### src/bwts_pkg.sv
`default_nettype none

package bwts_pkg;

    localparam int FRAC_W      = 16;
    localparam int DIM_CFG_W   = 9;
    localparam int CFG_IDX_W   = 2;
    localparam int TEXEL_W     = 24;
    localparam int NUM_TAPS    = 4;
    localparam int NUM_CH      = 3;
    localparam int WT_W        = 17;
    localparam int PROD_W      = 25;
    localparam int OUT_W       = 16;
    localparam int IN_DATA_W   = 72;
    localparam int OUT_DATA_W  = 48;

    localparam logic ACT_WRITE  = 1'b0;
    localparam logic ACT_SAMPLE = 1'b1;

    localparam logic [CFG_IDX_W-1:0] REG_HEIGHT = 2'd0;
    localparam logic [CFG_IDX_W-1:0] REG_WIDTH  = 2'd1;

    typedef struct packed {
        logic valid;
        logic sample;
    } t_ctl;

endpackage

`default_nettype wire

### src/bwts_blend.sv
`default_nettype none

module bwts_blend (
    input  wire                                  i_clk,
    input  wire                                  i_rst_n,
    input  wire                                  i_en,
    input  wire bwts_pkg::t_ctl                  i_ctl,
    input  wire  [bwts_pkg::TEXEL_W-1:0]         i_texel [bwts_pkg::NUM_TAPS],
    input  wire  [bwts_pkg::WT_W-1:0]            i_wt [bwts_pkg::NUM_TAPS],
    output logic                                 o_valid,
    output logic [bwts_pkg::OUT_DATA_W-1:0]      o_data
);

    bwts_pkg::t_ctl              r_d_ctl;
    logic [bwts_pkg::PROD_W-1:0] r_prod [bwts_pkg::NUM_CH][bwts_pkg::NUM_TAPS];
    logic                        r_valid;
    logic [bwts_pkg::OUT_W-1:0]  r_out [bwts_pkg::NUM_CH];
    logic [bwts_pkg::PROD_W-1:0] acc [bwts_pkg::NUM_CH];

    // stage d: per channel, per tap products
    always_ff @(posedge i_clk) begin
        if (!i_rst_n) begin
            r_d_ctl <= '0;
        end else if (i_en) begin
            r_d_ctl <= i_ctl;
        end
    end

    always_ff @(posedge i_clk) begin
        if (i_en) begin
            for (int ch = 0; ch < bwts_pkg::NUM_CH; ch++) begin
                for (int k = 0; k < bwts_pkg::NUM_TAPS; k++) begin
                    r_prod[ch][k] <=
                        bwts_pkg::PROD_W'(i_texel[k][16 - 8 * ch +: 8])
                        * bwts_pkg::PROD_W'(i_wt[k]);
                end
            end
        end
    end

    // stage e: sum and drop eight fraction bits
    always_comb begin
        for (int ch = 0; ch < bwts_pkg::NUM_CH; ch++) begin
            acc[ch] = r_prod[ch][0] + r_prod[ch][1] + r_prod[ch][2] + r_prod[ch][3];
        end
    end

    always_ff @(posedge i_clk) begin
        if (!i_rst_n) begin
            r_valid <= 1'b0;
        end else if (i_en) begin
            r_valid <= r_d_ctl.valid && r_d_ctl.sample;
        end
    end

    always_ff @(posedge i_clk) begin
        if (i_en) begin
            for (int ch = 0; ch < bwts_pkg::NUM_CH; ch++) begin
                r_out[ch] <= acc[ch][8 +: bwts_pkg::OUT_W];
            end
        end
    end

    assign o_valid = r_valid;
    assign o_data  = {r_out[2], r_out[1], r_out[0]};

endmodule

`default_nettype wire

### config.mk
export PLATFORM = sky130hd
export DESIGN_NAME = bwts_blend
export DESIGN_NICKNAME = d
export VERILOG_FILES = /design/src/bwts_pkg.sv /design/src/bwts_blend.sv
export SDC_FILE = /design/constraint.sdc
export NUM_CORES = 2
export LEC_CHECK = 0
export BUFFER_PORTS_ARGS = -buffer_cell sky130_fd_sc_hd__buf_2
export CAP_MARGIN = 5
export CORE_ASPECT_RATIO = 0.6
export CORE_MARGIN = 5
export CORE_UTILIZATION = 64
export CTS_CLUSTER_SIZE = 14
export DETAILED_ROUTE_END_ITERATION = 8
export GPL_TIMING_DRIVEN = 0
export PLACE_DENSITY = 0.93
export SETUP_SLACK_MARGIN = 0.5
export SLEW_MARGIN = 15
export SYNTH_ARGS = -nofsm -noshare
export SYNTH_HDL_FRONTEND = slang
export SYNTH_SLANG_ARGS = --single-unit
### constraint.sdc
create_clock -name i_clk -period 13.2 [get_ports i_clk]
set_input_delay 3.3 -clock i_clk [delete_from_list [all_inputs] [get_ports i_clk]]
set_output_delay 3.3 -clock i_clk [all_outputs]
set_load 0.03 [all_outputs]
==> metrics.md <==
| Metric | Value |
|---|---|
| Final setup violation count | 0 |
| GPL Wtd Cong | around 1.0 |
| Final WL | 200000 µm |
| Fmax | about 0.11 GHz |
| Routed vias | between 50k and 60k |
| R2R cell count | 11 |
| Final std cells w/o fill | between 8k and 9k |
| Fraction of layout cells with a size suffix above 1 | 0.0418 |
| Most frequent cell after synthesis | and2_1 |
| Fin crit share | 0.685 |
| Yosys top cell area share | 0.365 |
| Antenna Nets Post-Route | 0 |
| Dominant synthesized flop cell | edfxtp_1 |
| CTS tree | built |
| Commonest cells post-synth | 1338 x and2_1, 1239 x inv_1, 1203 x fa_1 |
| Initial antenna violation count | 43 |
| DR pass1 iterations | 6 |
| All-Layer GR Usage | 0.369 |
| CP Launch Type | input pin |
| Setup TNS | 0 ns |
| Slowest CP cell | a2111oi_1 |
| Clk sink count | 339 |
| Final min period | about 9.0 ns |
| Buf+Inv Stages, Crit Path | 6 |
| Remaining routing DRC violations | 0 |
| Ports | approximately 220 |
| Pin count of the biggest net entering global routing | approximately 120 |
| Seq/Total Area, Yosys | 0.154 |
| Synth area leaders | fa_1 36%, edfxtp_1 15%, and2_1 13% |
| CP Cell Sequence | buf_2 -> clkbuf_1 -> nand2_1 -> fa_1 -> fa_1 -> inv_1 -> fa_1 -> inv_1 -> fa_1 -> inv_1 -> ha_1 -> nand4_1 -> inv_1 -> nand4_1 -> a2111oi_1 -> or3b_1 -> nand2_1 -> xnor2_2 |
| Post_cts resized | 0 |
| Critical path arrival | a little over 9 ns |
| Reg2reg start | r_prod[0][2]$_DFFE_PP_ |
| Clock Skews | 0.0367 ns |
| RSZ-0062 raised after global routing | no |
| Mean post-synth cell area | about 9.8 µm² |
| DR WL/cell | 23.7 µm |
| Die Width | between 400 and 500 µm |
| Yosys warns | 0 |
| Async SR Flop Fraction | 0 |
| Status | finished, final reports clean |
| Die area | between 100000 and 150000 µm² |
| Area growth from synthesis to layout | 6.20% |
| CP required | 13.47 ns |
| Syn Nets | a little under 9k |
| Slew Viols, Final | 0 |
| Clock Tree Buf Depth | 3 |
| HPWL reported at the end of detailed placement | 165000 µm |
| CP top delay family | adder cells |
| Synth Cell Area | around 66000 µm² |
| CP Capture Type | register |
| Max-Cap Viols | 0 |
| Hold_sp | o_valid$_SDFFE_PN0P_ |
| Synth area leader | fa_1 |
| Cell variety after synth | 80 |
| Hold Violations, Final | 0 |
| DR vias/cell | ~6.0 |
| First-pass GRT wire length | between 300000 and 400000 µm |
| Root Buffer | clkbuf_16 |
| Starting Density | 0.644 |
| IO Port Bufs | 217 |
| Die height | about 260 µm |
| Worst-path clk slew | ~0.08 ns |
| Max_slew headroom | 0.136 |
| R2R Setup Slk | between 8 and 9 ns |
| Reg2reg end | r_out[0][14]$_DFFE_PP_ |
| CTS Hold Bufs | 0 |
| Slew at the pin closest to its max-slew limit | around 1.3 ns |
| H-tree levels | 2 |
| Hold depth | 2 |
| Post-CTS setup buffers | 0 |
| Dpl cells | approximately 8.4k |
| Number of CTS-inserted buffers | 34 |
| Endpoint, Worst Hold | o_valid$_SDFFE_PN0P_ |
| Number of synthesized flops with an enable pin | about 340 |
| Final net count | approximately 8.9k |
| Std-Cell Rows | 91 |
| Core Region | between 100000 and 150000 µm² |
| Starting DRT DRC Count | roughly 5.7k |
| CP max stage delay | ~0.9 ns |
| Critical path type | in2reg |
| Gr ovfl total | 0 |
| Vias in the first global route | about 53k |
| Worst-Skew Late Latency | approximately 0.58 ns |
| Worst hold path type | reg2reg |
| Worst-path fanout max | 10 |
| Number of synthesized register bits | between 300 and 400 |
| Synth Instances | between 6k and 7k |
area by class of cell:
| class | instances | area (µm²) |
|---|---|---|
| fill | 7518 | 32400 |
| multi-input combinational | 4908 | 50400 |
| clock buffer | 40 | 895 |
| clock inverter | 15 | 179 |
| sequential | 339 | 10100 |
| inverter | 1239 | 4650 |
| timing repair buffer | 220 | 1180 |
| buffer | 249 | 936 |
| tap | 1395 | 1750 |
| antenna | 20 | 50.0 |
worst max-delay path by stage:
stage / startpoint / end / slack (ns) / cells past startpoint
floorplan: i_wt[6] / r_prod[1][20]$_DFFE_PP_ / 5.40 / 17
global placement: i_wt[16] / r_prod[1][21]$_DFFE_PP_ / 3.37 / 18
detailed placement: i_wt[16] / r_prod[1][21]$_DFFE_PP_ / 3.29 / 18
CTS: i_wt[16] / r_prod[1][21]$_DFFE_PP_ / 3.87 / 18
global route: i_wt[15] / r_prod[1][21]$_DFFE_PP_ / 4.05 / 18
finish: i_wt[15] / r_prod[1][21]$_DFFE_PP_ / 4.15 / 18
worst min-delay path: cells and delay by family, from the launching register on:
kind / cells / cell delay (ns)
AO/OA/AOI/OAI: 1 / 0.06
flip-flops: 1 / 0.31
AND/OR/NAND/NOR: 1 / 0.06
sequential cells by signal (all words and copies together), names as in the netlist:
name,count
o_valid,1
r_d_ctl,2
r_out,48
r_prod,288
per-layer routing:
metal / up-vias / GRT usage / part of all wire
met3: 558 / 0.138 / 0.16
met4: 28 / 0.136 / 0.044
met1: 25400 / 0.514 / 0.38
met2: 3395 / 0.529 / 0.42
met5: - / 0 / 0.00093
li1: 21500 / - / -
placed cells by master, fill, tap and decap left out, drive strengths merged, types with 9 or more instances in the layout:
cell type | Yosys | routed
xnor2 | 233 | 233
nand2 | 415 | 415
nand3 | 45 | 45
o21a | 48 | 48
a21o | 93 | 93
buf | 5 | 225
nand4 | 26 | 26
edfxtp | 336 | 336
or3 | 9 | 9
ha | 579 | 579
or2 | 10 | 10
nand2b | 23 | 23
a21oi | 195 | 195
xor2 | 61 | 61
nor3 | 65 | 65
and2 | 1338 | 1338
nor2b | 32 | 32
inv | 1239 | 1243
o31ai | 14 | 14
o21ai | 99 | 99
a211oi | 24 | 24
o211ai | 26 | 26
fa | 1203 | 1203
and3 | 28 | 28
a21boi | 16 | 16
diode | 0 | 20
o21bai | 22 | 22
a31oi | 28 | 28
nor2 | 162 | 162
clkbuf | 244 | 284
cells by family (layout without fill, tap and decap cells):
logic type      count (synthesis)  count (layout)  synth area share
compound gates                644             644            0.0641
xor+xnor                      294             294            0.0390
fa+ha+maj                    1782            1782             0.474
buf+inv                      1488            1763            0.0846
flops                         339             339             0.154
mux                             7               7           0.00106
other cells                     0              20                 0
simple gates                 2181            2181             0.183
metrics by stage:
| step | instance area [µm²] | util | hold WS, ns | setup slack [ns] |
|---|---|---|---|---|
| floorplan | 66100 | - | 0.467 | 5.40 |
| global placement | 68900 | 0.672 | 0.474 | 3.37 |
| detailed placement | 69000 | 0.673 | 0.477 | 3.29 |
| CTS | 70100 | 0.683 | 0.490 | 3.87 |
| global route | 70200 | 0.684 | 0.496 | 4.05 |
| finish | 70200 | 0.684 | 0.480 | 4.15 |
Power is left out: the tool's default activity adds up to more than one toggle a clock period on the data nets, which glitch-free logic cannot reach.
